===== src/esc_pkg.sv =====
// Package for the escape sequence decoder: phase codes, character constants,
// result and push record types, and small decode helpers. No dependencies.
`timescale 1ns / 1ps

package esc_pkg;

    // Decoder phase
    typedef enum logic [2:0] {
        PH_PLAIN = 3'd0,
        PH_ESC   = 3'd1,
        PH_OCT   = 3'd2,
        PH_HEX   = 3'd3,
        PH_DROP  = 3'd4
    } t_phase;

    // Characters the decoder reacts to
    localparam logic [7:0] C_BSLASH = 8'h5C;
    localparam logic [7:0] C_ZERO   = 8'h30;
    localparam logic [7:0] C_SEVEN  = 8'h37;
    localparam logic [7:0] C_NINE   = 8'h39;
    localparam logic [7:0] C_LO_A   = 8'h61;
    localparam logic [7:0] C_LO_F   = 8'h66;
    localparam logic [7:0] C_UP_A   = 8'h41;
    localparam logic [7:0] C_UP_F   = 8'h46;
    localparam logic [7:0] C_X      = 8'h78;
    localparam logic [7:0] C_B      = 8'h62;
    localparam logic [7:0] C_F      = 8'h66;
    localparam logic [7:0] C_N      = 8'h6E;
    localparam logic [7:0] C_R      = 8'h72;
    localparam logic [7:0] C_T      = 8'h74;

    // Control codes produced by the letter escapes
    localparam logic [7:0] CODE_BS = 8'h08;
    localparam logic [7:0] CODE_FF = 8'h0C;
    localparam logic [7:0] CODE_LF = 8'h0A;
    localparam logic [7:0] CODE_CR = 8'h0D;
    localparam logic [7:0] CODE_HT = 8'h09;

    // Result queue depth
    localparam int unsigned QDEPTH = 4;
    localparam int unsigned QAW    = $clog2(QDEPTH);

    // One result item
    typedef struct packed {
        logic [7:0] out_byte;
        logic       byte_valid;
        logic       decode_error;
        logic       out_last;
    } t_res;

    // Results produced by one accepted byte, at most two
    typedef struct packed {
        logic [1:0] n;
        t_res       res0;
        t_res       res1;
    } t_push;

    // Build a result; the byte reads as zero when it is not valid
    function automatic t_res mk_res(input logic [7:0] b, input logic valid,
                                    input logic err, input logic last);
        t_res r;
        r.out_byte     = valid ? b : 8'h00;
        r.byte_valid   = valid;
        r.decode_error = err;
        r.out_last     = last;
        return r;
    endfunction

    // Hex digit value, either case; bit 4 set when the byte is a hex digit
    function automatic logic [4:0] hex_nib(input logic [7:0] b);
        logic [4:0] r;
        r = 5'd0;
        if (b >= C_ZERO && b <= C_NINE) begin
            r = {1'b1, b[3:0]};
        end else if ((b >= C_LO_A && b <= C_LO_F) || (b >= C_UP_A && b <= C_UP_F)) begin
            r = {1'b1, 4'(b[3:0] + 4'd9)};
        end
        return r;
    endfunction

endpackage


===== src/esc_ifs.sv =====
// Valid/ready channel interfaces for the escape sequence decoder:
// one for string bytes in, one for decoded results out. No dependencies.
`timescale 1ns / 1ps

interface esc_in_if;
    logic       valid;
    logic       ready;
    logic [7:0] in_byte;
    logic       in_last;

    modport source (output valid, output in_byte, output in_last, input ready);
    modport sink   (input valid, input in_byte, input in_last, output ready);
endinterface

interface esc_out_if;
    logic       valid;
    logic       ready;
    logic [7:0] out_byte;
    logic       byte_valid;
    logic       decode_error;
    logic       out_last;

    modport source (output valid, output out_byte, output byte_valid,
                    output decode_error, output out_last, input ready);
    modport sink   (input valid, input out_byte, input byte_valid,
                    input decode_error, input out_last, output ready);
endinterface


===== src/esc_decode.sv =====
// Escape decoder core: phase, digit count and accumulator registers plus the
// per-byte decision logic. Uses esc_pkg and the esc_in_if channel.
`timescale 1ns / 1ps

module esc_decode (
    input  logic           i_clk,
    input  logic           i_rst_n,
    input  logic           i_room,
    esc_in_if.sink         i_in,
    output esc_pkg::t_push o_push
);
    import esc_pkg::*;

    t_phase     r_phase, n_phase;
    logic [1:0] r_dcnt, n_dcnt;
    logic [7:0] r_acc, n_acc;

    logic       take;
    logic [7:0] b;
    logic       last;
    logic [4:0] hv;
    logic       is_oct;
    logic       plain_has;
    logic       plain_esc;
    t_res       plain_res;
    logic [7:0] oct_acc;
    logic [7:0] code;
    t_push      push;

    assign i_in.ready = i_room;
    assign take       = i_in.valid && i_room;
    assign b          = i_in.in_byte;
    assign last       = i_in.in_last;
    assign hv         = hex_nib(b);
    assign is_oct     = b inside {[C_ZERO:C_SEVEN]};
    assign oct_acc    = {r_acc[4:0], b[2:0]};

    // Plain-text handling of the byte, independent of phase
    always_comb begin
        plain_has = 1'b1;
        plain_esc = 1'b0;
        plain_res = mk_res(b, 1'b1, 1'b0, last);
        if (b == C_BSLASH) begin
            if (last) begin
                plain_res = mk_res(8'h00, 1'b0, 1'b1, 1'b1);
            end else begin
                plain_has = 1'b0;
                plain_esc = 1'b1;
            end
        end
    end

    // Letter escapes map to control codes, anything else stays literal
    always_comb begin
        case (b)
            C_B:     code = CODE_BS;
            C_F:     code = CODE_FF;
            C_N:     code = CODE_LF;
            C_R:     code = CODE_CR;
            C_T:     code = CODE_HT;
            default: code = b;
        endcase
    end

    // Next state and results for the byte on the input channel
    always_comb begin
        n_phase = r_phase;
        n_dcnt  = r_dcnt;
        n_acc   = r_acc;
        push    = '0;
        case (r_phase)
            PH_ESC: begin
                if (is_oct) begin
                    n_acc   = {5'd0, b[2:0]};
                    n_dcnt  = 2'd1;
                    n_phase = PH_OCT;
                    if (last) begin
                        push.n    = 2'd1;
                        push.res0 = mk_res({5'd0, b[2:0]}, 1'b1, 1'b0, 1'b1);
                    end
                end else if (b == C_X) begin
                    n_acc   = 8'h00;
                    n_dcnt  = 2'd0;
                    n_phase = PH_HEX;
                    if (last) begin
                        push.n    = 2'd1;
                        push.res0 = mk_res(8'h00, 1'b0, 1'b1, 1'b1);
                    end
                end else begin
                    n_phase   = PH_PLAIN;
                    push.n    = 2'd1;
                    push.res0 = mk_res(code, 1'b1, 1'b0, last);
                end
            end
            PH_OCT: begin
                if (is_oct) begin
                    n_acc  = oct_acc;
                    n_dcnt = 2'(r_dcnt + 2'd1);
                    if (r_dcnt == 2'd2 || last) begin
                        push.n    = 2'd1;
                        push.res0 = mk_res(oct_acc, 1'b1, 1'b0, last);
                        n_phase   = PH_PLAIN;
                    end
                end else begin
                    // Flush the pending value, then treat the byte as text
                    push.res0 = mk_res(r_acc, 1'b1, 1'b0, 1'b0);
                    push.res1 = plain_res;
                    push.n    = plain_has ? 2'd2 : 2'd1;
                    n_phase   = plain_esc ? PH_ESC : PH_PLAIN;
                end
            end
            PH_HEX: begin
                if (!hv[4]) begin
                    n_phase = PH_DROP;
                    if (last) begin
                        push.n    = 2'd1;
                        push.res0 = mk_res(8'h00, 1'b0, 1'b1, 1'b1);
                    end
                end else if (r_dcnt == 2'd0) begin
                    n_acc  = {4'd0, hv[3:0]};
                    n_dcnt = 2'd1;
                    if (last) begin
                        push.n    = 2'd1;
                        push.res0 = mk_res(8'h00, 1'b0, 1'b1, 1'b1);
                    end
                end else begin
                    n_phase   = PH_PLAIN;
                    push.n    = 2'd1;
                    push.res0 = mk_res({r_acc[3:0], hv[3:0]}, 1'b1, 1'b0, last);
                end
            end
            PH_DROP: begin
                if (last) begin
                    push.n    = 2'd1;
                    push.res0 = mk_res(8'h00, 1'b0, 1'b1, 1'b1);
                end
            end
            default: begin
                push.res0 = plain_res;
                push.n    = plain_has ? 2'd1 : 2'd0;
                n_phase   = plain_esc ? PH_ESC : PH_PLAIN;
            end
        endcase
        // The final byte of a string always restarts decoding
        if (last || n_phase == PH_PLAIN) begin
            n_phase = PH_PLAIN;
            n_dcnt  = 2'd0;
            n_acc   = 8'h00;
        end
        if (!take) begin
            push = '0;
        end
    end

    assign o_push = push;

    // Advance decoder state on each transfer
    always_ff @(posedge i_clk) begin
        if (!i_rst_n) begin
            r_phase <= PH_PLAIN;
            r_dcnt  <= 2'd0;
            r_acc   <= 8'h00;
        end else if (take) begin
            r_phase <= n_phase;
            r_dcnt  <= n_dcnt;
            r_acc   <= n_acc;
        end
    end

    // A final byte leaves the decoder in plain text
    a_last_restart: assert property (@(posedge i_clk) disable iff (!i_rst_n)
        take && last |=> r_phase == PH_PLAIN)
        else $error("decoder did not restart after final byte");

    // A final byte yields exactly one result marked last, in the last slot
    a_last_one: assert property (@(posedge i_clk) disable iff (!i_rst_n)
        take && last |-> (push.n == 2'd1 && push.res0.out_last) ||
                         (push.n == 2'd2 && push.res1.out_last && !push.res0.out_last))
        else $error("final byte without a single last result");

    // The first of two results is always a flushed octal value
    a_pair_flush: assert property (@(posedge i_clk) disable iff (!i_rst_n)
        push.n == 2'd2 |-> r_phase == PH_OCT && push.res0.byte_valid &&
                           !push.res0.decode_error)
        else $error("unexpected two-result transfer");

    // An error result never carries a byte
    a_err_nobyte: assert property (@(posedge i_clk) disable iff (!i_rst_n)
        push.n != 2'd0 && push.res0.decode_error |->
            !push.res0.byte_valid && push.res0.out_last)
        else $error("error result carries a byte");

endmodule


===== src/esc_outq.sv =====
// Result queue: takes up to two results per cycle and hands out one per
// transfer from a registered entry. Uses esc_pkg and the esc_out_if channel.
`timescale 1ns / 1ps

module esc_outq (
    input  logic           i_clk,
    input  logic           i_rst_n,
    input  esc_pkg::t_push i_push,
    output logic           o_room,
    esc_out_if.source      o_out
);
    import esc_pkg::*;

    t_res             r_q [QDEPTH];
    logic [QAW-1:0]   r_wp, n_wp;
    logic [QAW-1:0]   r_rp, n_rp;
    logic [QAW:0]     r_cnt, n_cnt;
    logic             pop;
    logic [QAW-1:0]   wp1;
    t_res             head;

    assign pop    = o_out.valid && o_out.ready;
    assign wp1    = QAW'(r_wp + 1'b1);
    assign o_room = r_cnt <= (QAW+1)'(QDEPTH - 2);

    // Pointer and fill updates
    always_comb begin
        n_wp  = QAW'(r_wp + QAW'(i_push.n));
        n_rp  = pop ? QAW'(r_rp + 1'b1) : r_rp;
        n_cnt = (QAW+1)'(r_cnt + (QAW+1)'(i_push.n) - (QAW+1)'(pop));
    end

    always_ff @(posedge i_clk) begin
        if (!i_rst_n) begin
            r_wp  <= '0;
            r_rp  <= '0;
            r_cnt <= '0;
        end else begin
            r_wp  <= n_wp;
            r_rp  <= n_rp;
            r_cnt <= n_cnt;
        end
    end

    // Store incoming results
    always_ff @(posedge i_clk) begin
        if (i_push.n != 2'd0) begin
            r_q[r_wp] <= i_push.res0;
        end
        if (i_push.n == 2'd2) begin
            r_q[wp1] <= i_push.res1;
        end
    end

    // Present the oldest result
    assign head               = r_q[r_rp];
    assign o_out.valid        = r_cnt != '0;
    assign o_out.out_byte     = head.out_byte;
    assign o_out.byte_valid   = head.byte_valid;
    assign o_out.decode_error = head.decode_error;
    assign o_out.out_last     = head.out_last;

endmodule


===== src/escape_sequence_decoder.sv =====
// Results are stored in a four-entry queue and offered from a registered entry.
// Throughput: one byte per cycle while input ready holds; a byte that ends an
// octal run early can give two results, which leave one per output transfer.
// Input ready holds while the queue has room for two results.
// Reset (synchronous, active low) returns to plain text and empties the queue.
`timescale 1ns / 1ps

module escape_sequence_decoder (
    input  logic      i_clk,
    input  logic      i_rst_n,
    esc_in_if.sink    i_in,
    esc_out_if.source o_out
);
    import esc_pkg::*;

    t_push push;
    logic  room;

    // Decode one byte per transfer
    esc_decode u_decode (
        .i_clk   (i_clk),
        .i_rst_n (i_rst_n),
        .i_room  (room),
        .i_in    (i_in),
        .o_push  (push)
    );

    // Queue results toward the output channel
    esc_outq u_outq (
        .i_clk   (i_clk),
        .i_rst_n (i_rst_n),
        .i_push  (push),
        .o_room  (room),
        .o_out   (o_out)
    );

endmodule

===== src/flat_wrapper.sv =====
// flat-port wrapper written by rule: the top's interface ports become plain ports
module escape_sequence_decoder_flat import esc_pkg::*;
  (i_clk, i_rst_n, i_in_valid, i_in_in_byte, i_in_in_last, i_in_ready, o_out_valid, o_out_out_byte, o_out_byte_valid, o_out_decode_error, o_out_out_last, o_out_ready);
  esc_in_if i_in_i ();
  esc_out_if o_out_i ();
  input  logic i_clk;
  input  logic i_rst_n;
  input wire logic [$bits(i_in_i.valid)-1:0] i_in_valid;
  input wire logic [$bits(i_in_i.in_byte)-1:0] i_in_in_byte;
  input wire logic [$bits(i_in_i.in_last)-1:0] i_in_in_last;
  output wire logic [$bits(i_in_i.ready)-1:0] i_in_ready;
  output wire logic [$bits(o_out_i.valid)-1:0] o_out_valid;
  output wire logic [$bits(o_out_i.out_byte)-1:0] o_out_out_byte;
  output wire logic [$bits(o_out_i.byte_valid)-1:0] o_out_byte_valid;
  output wire logic [$bits(o_out_i.decode_error)-1:0] o_out_decode_error;
  output wire logic [$bits(o_out_i.out_last)-1:0] o_out_out_last;
  input wire logic [$bits(o_out_i.ready)-1:0] o_out_ready;
  assign i_in_i.valid = i_in_valid;
  assign i_in_i.in_byte = i_in_in_byte;
  assign i_in_i.in_last = i_in_in_last;
  assign i_in_ready = i_in_i.ready;
  assign o_out_valid = o_out_i.valid;
  assign o_out_out_byte = o_out_i.out_byte;
  assign o_out_byte_valid = o_out_i.byte_valid;
  assign o_out_decode_error = o_out_i.decode_error;
  assign o_out_out_last = o_out_i.out_last;
  assign o_out_i.ready = o_out_ready;
  escape_sequence_decoder u_core (.i_clk(i_clk), .i_rst_n(i_rst_n), .i_in(i_in_i), .o_out(o_out_i));
endmodule

===== config.mk =====
export PLATFORM = sky130hd
export DESIGN_NAME = escape_sequence_decoder_flat
export DESIGN_NICKNAME = d
export VERILOG_FILES = /design/src/esc_pkg.sv /design/src/esc_ifs.sv /design/src/esc_decode.sv /design/src/esc_outq.sv /design/src/escape_sequence_decoder.sv /design/src/flat_wrapper.sv
export SDC_FILE = /design/constraint.sdc
export NUM_CORES = 1
export LEC_CHECK = 0
export ABC_CLOCK_PERIOD_IN_PS = 5370
export BUFFER_PORTS_ARGS = -buffer_cell sky130_fd_sc_hd__buf_2
export CELL_PAD_IN_SITES_DETAIL_PLACEMENT = 2
export CELL_PAD_IN_SITES_GLOBAL_PLACEMENT = 2
export CORE_MARGIN = 1
export CORE_UTILIZATION = 30
export DETAILED_ROUTE_END_ITERATION = 7
export PLACE_DENSITY = 0.71
export SLEW_MARGIN = 10
export SYNTH_ARGS = -nofsm -noshare
export SYNTH_HDL_FRONTEND = slang
export SYNTH_HIERARCHICAL = 1
export SYNTH_SLANG_ARGS = --single-unit

===== constraint.sdc =====
create_clock -name i_clk -period 5.37 [get_ports i_clk]
set_clock_uncertainty 0.05 [all_clocks]
set_input_delay 0.2685 -clock i_clk [delete_from_list [all_inputs] [get_ports i_clk]]
set_output_delay 0.2685 -clock i_clk [all_outputs]
set_load 0.01 [all_outputs]

Word level (Yosys, flattened, before mapping)
Memory sizes are Yosys's and may differ from the RTL's. A register that Yosys moved wholly into a read port is not among the register bits.
Index checks and enable logic that the tools add are counted.
{"block": "word_totals", "ramBits": 44, "wordCells": 106, "output_inout_bits": 13, "romBits": 0, "latch_bits": 0, "register_bits": 20, "mem_count": 1, "in_bits": 13}
{"block": "classes", "eq_ne": 17, "n_lt_le_gt_ge": 8, "add_sub_neg": 7, "shifts": 0, "multipliers": 0, "n_div": 0, "n_bitwise": 0, "n_reduce_logical": 15, "n_mux": 52}
{"name": "u_core.u_outq.r_q", "words": 4, "width": 11, "read_ports": 1, "rd_ports_with_merged_regs": 1, "wr": 2, "line_no": "esc_outq.sv:14", "text": "t_res r_q [QDEPTH];"}
{"cell": "8-bit by 7-bit equality test with 1-bit output (second input constant)", "count": 7}
{"cell": "13-bit 2-to-1 mux", "count": 4}
{"cell": "13-bit one-hot mux with 4 select lines", "count": 1}
{"cell": "12-bit 2-to-1 mux", "count": 4}
{"cell": "8-bit 2-to-1 mux", "count": 6}
{"cell": "11-bit 2-to-1 mux", "count": 4}
{"cell": "8-bit one-hot mux with 5 select lines", "count": 1}
{"cell": "24-bit 2-to-1 mux", "count": 1}
{"cell": "8-bit one-hot mux with 3 select lines", "count": 1}
{"cell": "2-bit 2-to-1 mux", "count": 11}
{"cell": "8-bit by 7-bit greater-or-equal comparator with 1-bit output (second input constant)", "count": 2}
{"cell": "8-bit by 6-bit less-or-equal comparator with 1-bit output (second input constant)", "count": 2}
{"cell": "8-bit by 7-bit less-or-equal comparator with 1-bit output (second input constant)", "count": 2}
{"cell": "3-bit 2-to-1 mux", "count": 5}
{"cell": "3-bit one-hot mux with 4 select lines", "count": 1}
{"cell": "1-bit 2-to-1 mux", "count": 10}
{"cell": "5-bit 2-to-1 mux", "count": 2}
{"cell": "3-bit inequality test (second input constant)", "count": 3}
{"cell": "8-bit by 6-bit greater-or-equal comparator with 1-bit output (second input constant)", "count": 1}
{"cell": "2-bit by 1-bit adder with 2-bit output (second input constant)", "count": 3}
{"cell": "3-bit by 2-bit equality test with 1-bit output (second input constant)", "count": 2}
{"cell": "1-bit logical AND", "count": 6}
{"cell": "2-bit one-hot mux with 3 select lines", "count": 1}
{"cell": "6-bit AND reduction", "count": 1}
{"cell": "other kinds (15)", "count": 18}

Depth between registers and ports, before layout
Gate-level depths: netlist of the first run.
{"block": "depth", "ltp_word": 12, "depth_mapped": 13}

Modules after synthesis
The synthesis of the first run kept the hierarchy.
{"mod": "esc_outq", "area_per_inst_um2": 2735.1, "cells_per_inst": 158, "seq_area_each_um2": 1501.4, "instances": 1}
{"mod": "esc_decode", "area_per_inst_um2": 1808.0, "cells_per_inst": 232, "seq_area_each_um2": 260.2, "instances": 1}

Worst setup path before layout of the first run
OpenSTA, ideal clock, no wires.
{"block": "synth_timing", "path_type": "input to register", "start": "input port i_in_in_byte[0]", "end": "memory u_core/u_outq/r_q[0][0] (netlist bit), enable pin", "path_slack_ns": 1.843, "cell_stages": 11, "path_buffers": 2, "arrival_time_ns": 3.095, "path_cell_list": "buf_2 inv_1 ha_1 o21bai_1 a2111o_1 buf_4 a211oi_4 nor2_1 a221oi_2 nor2_1 a21oi_1"}
{"element": "start, declared", "line_no": "flat_wrapper.sv:9", "text": "input wire logic [$bits(i_in_i.in_byte)-1:0] i_in_in_byte;"}
{"element": "end, declared", "line_no": "esc_outq.sv:14"}

==> flow_summary_export.csv, run 1 <==
group,metric,value,unit
status,status,"complete, but fails checks",
status,violations,"DRC",
cts,cts_hold_buffers,0,
cts,postCtsSetupBuffers,0,
floorplanning,core,0.0146,mm²
synthesis,synth_nets,414,
setup_path,path_delay_family,"simple AND/OR/NAND/NOR gates",
synthesis,ys_seq_elements,66,
finish,multiInputGateArea,0.00255,mm²
synthesis,yosysUniqueCellTypes,83,
finish,fin_nets,426,
cts,cts_buffers,9,
route,drt-initial-drc-count,231,
sta,fmax,249,MHz
global_route,grt_max_degree,19,
setup_path,cp-end-kind,"flip-flop",
synthesis,synthFlopType,"edfxtp_1",
cts,cts_root_buf,"clkbuf_16",
route,viasPerCell,5.51,
sta,slew_headroom,0.302,
finish,final_cell_mix,"edfxtp_1 (44), nand2_1 (26), buf_2 (25), mux2_1 (23), dfxtp_1 (22)",
cts,clkSlewWorstSetupHoldPaths,0.06,ns
setup_path,cp.depth,7,
setup_path,crit_fanout,14,
route,dr.pass1.iters,6,
cts,numClockSinks,66,
synthesis,synth_edf_count,44,
power,ir_drop,0.169,mV
setup_path,r2r-end,"u_core/u_outq/r_q[1][2]$_DFFE_PP_",
setup_path,critPathMaxStageDelay,0.84,ns
sta,layout_min_cycle_time,4.02,ns
finish,synthToLayoutAreaGrowth,11.7,%
setup_path,crit_buf_inv,0,
sta,fin_ws,1.35,ns
synthesis,synth_area_per_cell,11.6,µm²
synthesis,synthArstFlopShare,0,
route,drc,2,
setup_path,worstPathArrival,3.94,ns
finish,nFillCells,1537,
setup_path,r2r_start,"u_core/u_decode/r_phase[0]$_SDFFE_PN0P_",
finish,drive_above_1_share,0.246,
route,wl,12900,µm
finish,antenna_cells,0,
global_route,grt_pass1_wl,20700,µm
sta,drv_slew,0,
synthesis,syn_area,0.00454,mm²
hold_path,min_from,"i_rst_n",
cts,cts_tree,"built",
global_route,overflow,0,
power,seq_power_share,0.390,
power,cellLeakagePower,1.82,nW
hold_path,hp-class,"input pin to flip-flop",
placement,place_ws,0.964,ns
floorplanning,start_util,0.310,
setup_path,cpMaxStageDelayCell,"nor2_1",
global_route,grt_pass1_vias,3545,
synthesis,yosysSeqAreaShare,0.388,
route,routed-via-count,3255,
setup_path,path_class,"flip-flop to flip-flop",
cts,cts_resized,0,
sta,rsz0062_at_grt,"no",
finish,seqCellArea,0.00176,mm²
power,power.net_switching,0.513,mW
sta,post-route-period-util,0.749,
cts,cts_buffer_depth,2,
placement,io_buffers,25,
sta,setup_viol,0,
power,power_switching_share,0.290,
floorplanning,die_area,0.0156,mm²
route,antenna_left,0,
power,p_per_area,348,mW/mm²
setup_path,reg2reg_depth,7,
cts,h-tree-depth,3,
cts,insertion_delay,0.34,ns
hold_path,whs_endpoint,"u_core/u_outq/r_cnt[2]$_SDFF_PN0_",
setup_path,start_kind,"flip-flop",
global_route,grt_usage,0.174,
sta,setup_tns,0,ns
floorplanning,io_pins,26,
run,drv_cap,0,
power,share_comb_of_total_power,0.244,
synthesis,ys_warn_count,6,
finish,final_common_cell,"edfxtp_1",
floorplanning,dieHeight,125,µm
global_route,antenna_found_initial,0,
sta,worst_pin_slew,1.04,ns
hold_path,hold_depth,2,
placement,hpwlAfterDp,9520,µm
setup_path,cp.required,5.28,ns
synthesis,synthCells,390,
sta,hold_viol,0,
placement,gp_congestion,0.855,
setup_path,crit_chain,"or2b_1 -> or2_2 -> a211oi_4 -> nor2_1 -> a221oi_2 -> mux2i_1 -> nor2_1",
floorplanning,dieWidth,125,µm
power,p_clk_frac,0.366,
setup_path,regToRegSetupSlack,1.35,ns
route,wl_per_cell,21.8,µm
setup_path,cpMostUsedCell,"nor2_1",
floorplanning,fp-row-count,44,
power,intPower,1.25,mW
state kept, by name, summed over array words and instances (netlist names), named ones only:
register,count
u_core/u_outq/r_wp,2
u_core/u_outq/r_q,44
u_core/u_outq/r_rp,2
u_core/u_decode/r_acc,8
u_core/u_outq/r_cnt,3
u_core/u_decode/r_dcnt,2
u_core/u_decode/r_phase,3
area by class of cell:
class                      count  share of cell area
timing repair buffer          28              0.0291
tap                          184              0.0454
inverter                      14              0.0104
sequential                    66               0.347
clock inverter                 7              0.0202
clock buffer                   9              0.0444
multi-input combinational    283               0.503
layer usage:
layer,vias to the layer above,routed length [µm],global-route usage
li1,1537,-,-
met1,1655,6000,0.223
met3,16,417,0.0368
met4,0,234,0.0610
met5,-,0,0
met2,47,6210,0.289
cell usage after synthesis, types with 8 or more instances:
library cell	number	share of area
nand2_1	26	0.021
a21oi_1	11	0.012
mux4_2	11	0.055
edfxtp_1	44	0.29
inv_1	14	0.012
and2_1	13	0.018
ha_1	10	0.028
mux2_4	20	0.066
clkbuf_1	9	0.0074
o21ai_0	8	0.0088
a22o_1	9	0.017
dfxtp_1	22	0.097
nor2_1	21	0.017
buf_2	8	0.0088
mux2_1	23	0.057
per-stage QoR:
step | cell area [µm²] | power [mW] | utilization | instances | hold WS (ns)
after floorplan | 4540 | 0.997 | - | 390 | 0.340
after global placement | 4750 | 1.12 | 0.324 | 575 | 0.406
after detailed placement | 4750 | 1.14 | 0.324 | 575 | 0.414
after CTS | 5070 | 1.80 | 0.346 | 591 | 0.267
after global routing | 5070 | 1.86 | 0.346 | 591 | 0.291
final | 5070 | 1.77 | 0.346 | 591 | 0.271
worst max-delay path by stage:
stage / to / from
floorplan: u_core/u_outq/r_q[0][0]$_DFFE_PP_ / i_in_in_byte[0]
global placement: u_core/u_outq/r_q[1][5]$_DFFE_PP_ / i_in_in_byte[0]
detailed placement: u_core/u_outq/r_q[1][4]$_DFFE_PP_ / i_in_in_byte[0]
CTS: u_core/u_outq/r_q[1][6]$_DFFE_PP_ / u_core/u_decode/r_phase[0]$_SDFFE_PN0P_
global route: u_core/u_outq/r_q[3][6]$_DFFE_PP_ / u_core/u_decode/r_phase[0]$_SDFFE_PN0P_
finish: u_core/u_outq/r_q[1][2]$_DFFE_PP_ / u_core/u_decode/r_phase[0]$_SDFFE_PN0P_
power groups by stage:
stage / registers, mW / logic (mW) / clock network (mW)
2_1_floorplan: 0.660 / 0.337 / 0
3_3_place_gp: 0.695 / 0.420 / 0
3_5_place_dp: 0.702 / 0.436 / 0
4_1_cts: 0.692 / 0.441 / 0.667
5_1_grt: 0.701 / 0.475 / 0.684
6_report: 0.689 / 0.431 / 0.648
cell families (layout without fill, tap and decap cells):
kind of cell,after synthesis,after routing,synth area share
XOR/XNOR,3,3,0.0118
flip-flops,66,66,0.388
multiplexers,60,60,0.191
adder cells (fa/ha/maj),12,12,0.0342
buffers and inverters,41,58,0.0501
AO/OA/AOI/OAI,87,87,0.161
AND/OR/NAND/NOR,121,121,0.164
Note: power is estimated with default switching activity, not from simulation.
==> inputs of run 2 (changes only) <==
--- a/config.mk
+++ b/config.mk
@@ -5,14 +5,15 @@
 export SDC_FILE = /design/constraint.sdc
 export NUM_CORES = 1
 export LEC_CHECK = 0
-export ABC_CLOCK_PERIOD_IN_PS = 5370
+export ABC_AREA = 1
+export ABC_CLOCK_PERIOD_IN_PS = 3490
 export BUFFER_PORTS_ARGS = -buffer_cell sky130_fd_sc_hd__buf_2
 export CELL_PAD_IN_SITES_DETAIL_PLACEMENT = 2
 export CELL_PAD_IN_SITES_GLOBAL_PLACEMENT = 2
 export CORE_MARGIN = 1
 export CORE_UTILIZATION = 30
 export DETAILED_ROUTE_END_ITERATION = 7
-export PLACE_DENSITY = 0.71
+export PLACE_DENSITY = 0.82
 export SLEW_MARGIN = 10
 export SYNTH_ARGS = -nofsm -noshare
 export SYNTH_HDL_FRONTEND = slang
==> constraint.sdc (replaced) <==
create_clock -name i_clk -period 3.49 [get_ports i_clk]
set_clock_uncertainty 0.05 [all_clocks]
set_input_delay 0.1745 -clock i_clk [delete_from_list [all_inputs] [get_ports i_clk]]
set_output_delay 0.1745 -clock i_clk [all_outputs]
set_load 0.01 [all_outputs]
==> flow_summary_export.csv, run 2 <==
group,metric,value,unit
sta,fin_ws,0.427,ns
placement,io_buffers,25,
sta,slew_headroom,0.508,
cts,postCtsSetupBuffers,0,
placement,hpwlAfterDp,11900,µm
cts,cts_buffers,9,
cts,insertion_delay,0.35,ns
floorplanning,die_area,0.0156,mm²
finish,reg.largest.list,"u_core/u_outq/r_q: 44 flops, u_core/u_decode/r_acc: 8 flops",
floorplanning,dieWidth,125,µm
global_route,grt_pass1_wl,25700,µm
setup_path,path_class,"flip-flop to flip-flop",
synthesis,synth_commonest_cells,"nand2_1 (135), nor2_1 (88), inv_1 (63), edfxtp_1 (44), o21ai_0 (43)",
cts,cts_root_buf,"clkbuf_16",
power,fin_total_pwr,2.84,mW
sta,layout_min_cycle_time,3.06,ns
global_route,grt_pass1_vias,4836,
finish,final_cells,820,
synthesis,ys_top_cells_by_area,"edfxtp_1 (29%), nand2_1 (11%), dfxtp_1 (9.7%), nor2_1 (7.3%), inv_1 (5.2%)",
sta,setup_viol,0,
power,p_per_area,559,mW/mm²
global_route,grt_usage,0.211,
synthesis,synth_nets,631,
sta,hold_viol,0,
sta,post-route-period-util,0.878,
synthesis,syn_area,0.00452,mm²
route,wl_met2,7810,µm
sta,worst_pin_slew,0.736,ns
synthesis,synth_edf_count,44,
power,ir_drop,0.213,mV
synthesis,synth_area_per_cell,7.45,µm²
finish,final_common_cell,"nand2_1",
synthesis,synthFlopType,"edfxtp_1",
route,wl_per_cell,18.8,µm
floorplanning,fp-row-count,44,
floorplanning,start_util,0.309,
sta,fmax,327,MHz
sta,drv_slew,0,
cts,cts_tree,"built",
synthesis,yosys.area.top_type,"edfxtp_1",
finish,top_register,"u_core/u_outq/r_q",
sta,setup_tns,0,ns
floorplanning,dieHeight,125,µm
placement,dp_cells,804,
hold_path,hp-class,"input pin to flip-flop",
route,drt-initial-drc-count,355,
route,drc,8,
cts,cts_resized,0,
setup_path,start_kind,"flip-flop",
cts,cts_buffer_depth,2,
setup_path,cp.required,3.66,ns
finish,design_area,0.00509,mm²
synthesis,synthArstFlopShare,0,
synthesis,yosysSeqAreaShare,0.390,
cts,numClockSinks,66,
route,route.layer.met1.wl,7020,µm
finish,post-route-util,0.347,
synthesis,synthCells,607,
setup_path,worstPathArrival,3.24,ns
setup_path,cp-end-kind,"flip-flop",
synthesis,yosysUniqueCellTypes,41,
run,drv_cap,0,
global_route,overflow,0,
route,wl_met3,360,µm
finish,largest_reg_flops,44,
sta,rsz0062_at_grt,"no",
status,status,"complete, but fails checks",
placement,place_ws,0.369,ns
global_route,grt_max_degree,24,
sta,whs,0.0954,ns
route,antenna_left,0,
route,routed.top_layer,"met4",
route,wl,15400,µm
placement,place_area,0.00479,mm²
finish,drive_above_1_share,0.167,
cts,h-tree-depth,3,
finish,synthToLayoutAreaGrowth,12.5,%
synthesis,ys_warn_count,6,
finish,final_cell_mix,"nand2_1 (135), nor2_1 (88), inv_1 (63), edfxtp_1 (44), o21ai_0 (43)",
synthesis,yosys.area.top_type_share,0.292,
route,routed-via-count,4271,
synthesis,post-synth-top-count-cell,"nand2_1",
setup_path,crit_fanout,5,
cts,clkSlewWorstSetupHoldPaths,0.05,ns
finish,antenna_cells,0,
floorplanning,io_pins,26,
floorplanning,core,0.0146,mm²
power,cellLeakagePower,2.04,nW
synthesis,ys_seq_elements,66,
finish,fin_nets,655,
route,viasPerCell,5.21,
status,violations,"DRC",
route,dr.pass1.iters,6,
global_route,antenna_found_initial,0,
placement,gp_congestion,0.836,
cts,cts_hold_buffers,0,
-- run 2: routing by layer --
metal,up-vias,global-route usage
met4,0,0.0654
met1,2127,0.256
met5,-,0
met3,17,0.0309
li1,2077,-
met2,50,0.381
-- run 2: worst paths after layout --
kind	from	to	slack (ns)	cells past startpoint
worst max-delay path	u_core/u_decode/r_dcnt[0]$_SDFFE_PN0P_	u_core/u_outq/r_cnt[2]$_SDFF_PN0_	0.43	16
worst min-delay path	o_out_ready	u_core/u_outq/r_rp[0]$_SDFFE_PN0P_	0.1	3
worst max register to register	u_core/u_decode/r_dcnt[0]$_SDFFE_PN0P_	u_core/u_outq/r_cnt[2]$_SDFF_PN0_	0.43	16
worst min register to register	u_core/u_decode/r_phase[2]$_SDFFE_PN0P_	u_core/u_decode/r_phase[2]$_SDFFE_PN0P_	0.45	2
-- run 2: critical path: stages (launching register included) --
cell and delay (ns):
dfxtp_1 0.38, inv_1 0.08, ha_1 0.20, nor2_1 0.31, nor2_1 0.15, inv_1 0.10
nand2_1 0.08, nand2_1 0.07, nand3_1 0.07, nor2_1 0.11, nor3_1 0.05, buf_4 0.18
ha_1 0.22, fa_1 0.37, or2_2 0.30, a21oi_1 0.15, nor2_1 0.06
-- run 2: area by class of cell --
type                       instances  area, µm²
clock inverter                     7       70.1
timing repair buffer              37        215
tap                              184        230
inverter                          72        275
clock buffer                       9        225
multi-input combinational        445       2310
fill                            1745       9560
sequential                        66       1760
-- run 2: logic make-up after synthesis --
family,Yosys count,synth area share
XOR/XNOR,1,0.00194
AND/OR/NAND/NOR,293,0.286
flip-flops,66,0.390
AO/OA/AOI/OAI,140,0.190
adder cells (fa/ha/maj),11,0.0321
buffers and inverters,96,0.0996
-- run 2: power by group --
part           total [mW]  internal [mW]  switching, mW
clock network       0.919          0.550          0.368
logic               0.839          0.288          0.550
registers            1.09          0.984          0.102
==> inputs of run 3 (changes only) <==
--- a/config.mk
+++ b/config.mk
@@ -5,7 +5,6 @@
 export SDC_FILE = /design/constraint.sdc
 export NUM_CORES = 1
 export LEC_CHECK = 0
-export ABC_AREA = 1
 export ABC_CLOCK_PERIOD_IN_PS = 3490
 export BUFFER_PORTS_ARGS = -buffer_cell sky130_fd_sc_hd__buf_2
 export CELL_PAD_IN_SITES_DETAIL_PLACEMENT = 2
@@ -13,7 +12,7 @@
 export CORE_MARGIN = 1
 export CORE_UTILIZATION = 30
 export DETAILED_ROUTE_END_ITERATION = 7
-export PLACE_DENSITY = 0.82
+export PLACE_DENSITY = 0.74
 export SLEW_MARGIN = 10
 export SYNTH_ARGS = -nofsm -noshare
 export SYNTH_HDL_FRONTEND = slang
==> flow_summary_export.csv, run 3 (synthesis gave the netlist of run 1 again) <==
group,metric,value,unit
global_route,grt_pass1_vias,3717,
sta,setup_tns,0,ns
status,status,"finished clean",
floorplanning,fp-row-count,44,
setup_path,start_kind,"flip-flop",
cts,cts_hold_buffers,0,
sta,layout_min_cycle_time,3.28,ns
sta,fin_ws,0.206,ns
sta,whs,0.182,ns
floorplanning,dieWidth,125,µm
placement,dp_cells,601,
route,wl_met3,467,µm
setup_path,path_delay_family,"simple AND/OR/NAND/NOR gates",
global_route,grt_usage,0.182,
global_route,overflow,0,
cts,h-tree-depth,3,
setup_path,critPathMaxStageDelay,0.78,ns
setup_path,worstPathArrival,3.30,ns
finish,synthToLayoutAreaGrowth,15.3,%
placement,place_ws,0.0420,ns
power,cellLeakagePower,1.93,nW
cts,postCtsSetupBuffers,0,
power,power.net_switching,0.783,mW
cts,numClockSinks,66,
setup_path,worstSetupStartpoint,"u_core/u_decode/r_dcnt[0]$_SDFFE_PN0P_",
setup_path,path_class,"flip-flop to flip-flop",
hold_path,hp-class,"input pin to flip-flop",
placement,gp_congestion,0.891,
route,routed.top_layer,"met4",
run,drv_cap,0,
route,drt-initial-drc-count,267,
floorplanning,io_pins,26,
hold_path,min_from,"o_out_ready",
sta,worst_pin_slew,1.07,ns
setup_path,crit_chain,"inv_1 -> ha_1 -> or2_1 -> a211oi_1 -> a31oi_1 -> o22ai_1 -> a221oi_2 -> buf_4 -> and4bb_1 -> mux2_1",
route,wl_per_cell,22.0,µm
route,wl,13600,µm
finish,drive_above_1_share,0.289,
route,routed-via-count,3430,
finish,nFillCells,1553,
route,drc,0,
finish,top_register,"u_core/u_outq/r_q",
finish,antenna_cells,0,
cts,cts_buffer_depth,2,
cts,cts_buffers,9,
global_route,grt_pass1_wl,21500,µm
finish,final_cell_mix,"edfxtp_1 (44), buf_4 (29), nand2_1 (26), buf_2 (25), mux2_1 (23)",
power,share_comb_of_total_power,0.259,
sta,post-route-period-util,0.941,
setup_path,cp-end-kind,"flip-flop",
setup_path,cp.required,3.51,ns
power,intPower,1.89,mW
sta,hold_viol,0,
setup_path,cpMaxStageDelayCell,"and4bb_1",
power,power_switching_share,0.294,
sta,slew_headroom,0.285,
route,dr.pass1.iters,6,
placement,hpwlAfterDp,10000,µm
sta,rsz0062_at_grt,"no",
setup_path,r2r_start,"u_core/u_decode/r_dcnt[0]$_SDFFE_PN0P_",
cts,cts_root_buf,"clkbuf_16",
sta,setup_viol,0,
cts,cts_tree,"built",
finish,post-route-util,0.358,
floorplanning,dieHeight,125,µm
setup_path,crit_fanout,11,
route,route.layer.met1.wl,5980,µm
global_route,antenna_found_initial,0,
route,viasPerCell,5.56,
route,antenna_left,0,
floorplanning,die_area,0.0156,mm²
finish,final_common_cell,"edfxtp_1",
cts,insertion_delay,0.34,ns
route,wl_met2,6870,µm
global_route,grt_max_degree,18,
floorplanning,core,0.0146,mm²
cts,cts_resized,0,
power,p_clk_frac,0.346,
power,seq_power_share,0.395,
power,ir_drop,0.206,mV
finish,reg.largest.list,"u_core/u_outq/r_q: 44 flops, u_core/u_decode/r_acc: 8 flops",
placement,io_buffers,25,
power,p_per_area,510,mW/mm²
sta,fmax,305,MHz
cts,clkSlewWorstSetupHoldPaths,0.05,ns
sta,drv_slew,0,
finish,largest_reg_flops,44,
floorplanning,start_util,0.310,
setup_path,crit_buf_inv,2,
finish,fin_nets,452,
finish,final_cells,617,
[run 3: cell type report]
class                           count  area [µm²]  share of cell area
Clock buffer                       11         243              0.0463
Tap cell                          184         230              0.0439
Sequential cell                    66        1760               0.336
Timing Repair Buffer               54         343              0.0654
Inverter                           14        52.6              0.0100
Multi-Input combinational cell    283        2550               0.487
Clock inverter                      5        55.1              0.0105
[run 3: worst paths after layout]
path | endpoint | slack (ns) | cells past startpoint
max reg2reg | u_core/u_outq/r_q[3][2]$_DFFE_PP_ | 0.21 | 10
min reg2reg | u_core/u_decode/r_dcnt[0]$_SDFFE_PN0P_ | 0.43 | 1
min | u_core/u_outq/r_rp[1]$_SDFFE_PN0P_ | 0.18 | 3
max | u_core/u_outq/r_q[3][2]$_DFFE_PP_ | 0.21 | 10
[run 3: worst min-delay path: stages]
cell and delay, ns:
buf_2 0.11, o311ai_0 0.12, mux2i_1 0.11
[run 3: stage by stage]
step | instance area (µm²) | total power [mW]
after floorplan | 4540 | 1.53
after global placement | 4940 | 1.73
after detailed placement | 4940 | 1.78
after CTS | 5240 | 2.71
after global routing | 5240 | 2.81
final | 5240 | 2.67
[run 3: routing by layer]
metal,up-vias,track usage
met1,1745,0.221
met3,19,0.0381
met2,79,0.318
met4,0,0.0667
li1,1587,-
met5,-,0
[run 3: power by group through the flow]
stage | Sequential (mW) | Combinational, mW | Clock (mW)
CTS | 1.06 | 0.708 | 0.941
global route | 1.07 | 0.762 | 0.975
finish | 1.05 | 0.692 | 0.923
global placement | 1.06 | 0.672 | 0
detailed placement | 1.08 | 0.704 | 0
floorplan | 1.02 | 0.519 | 0
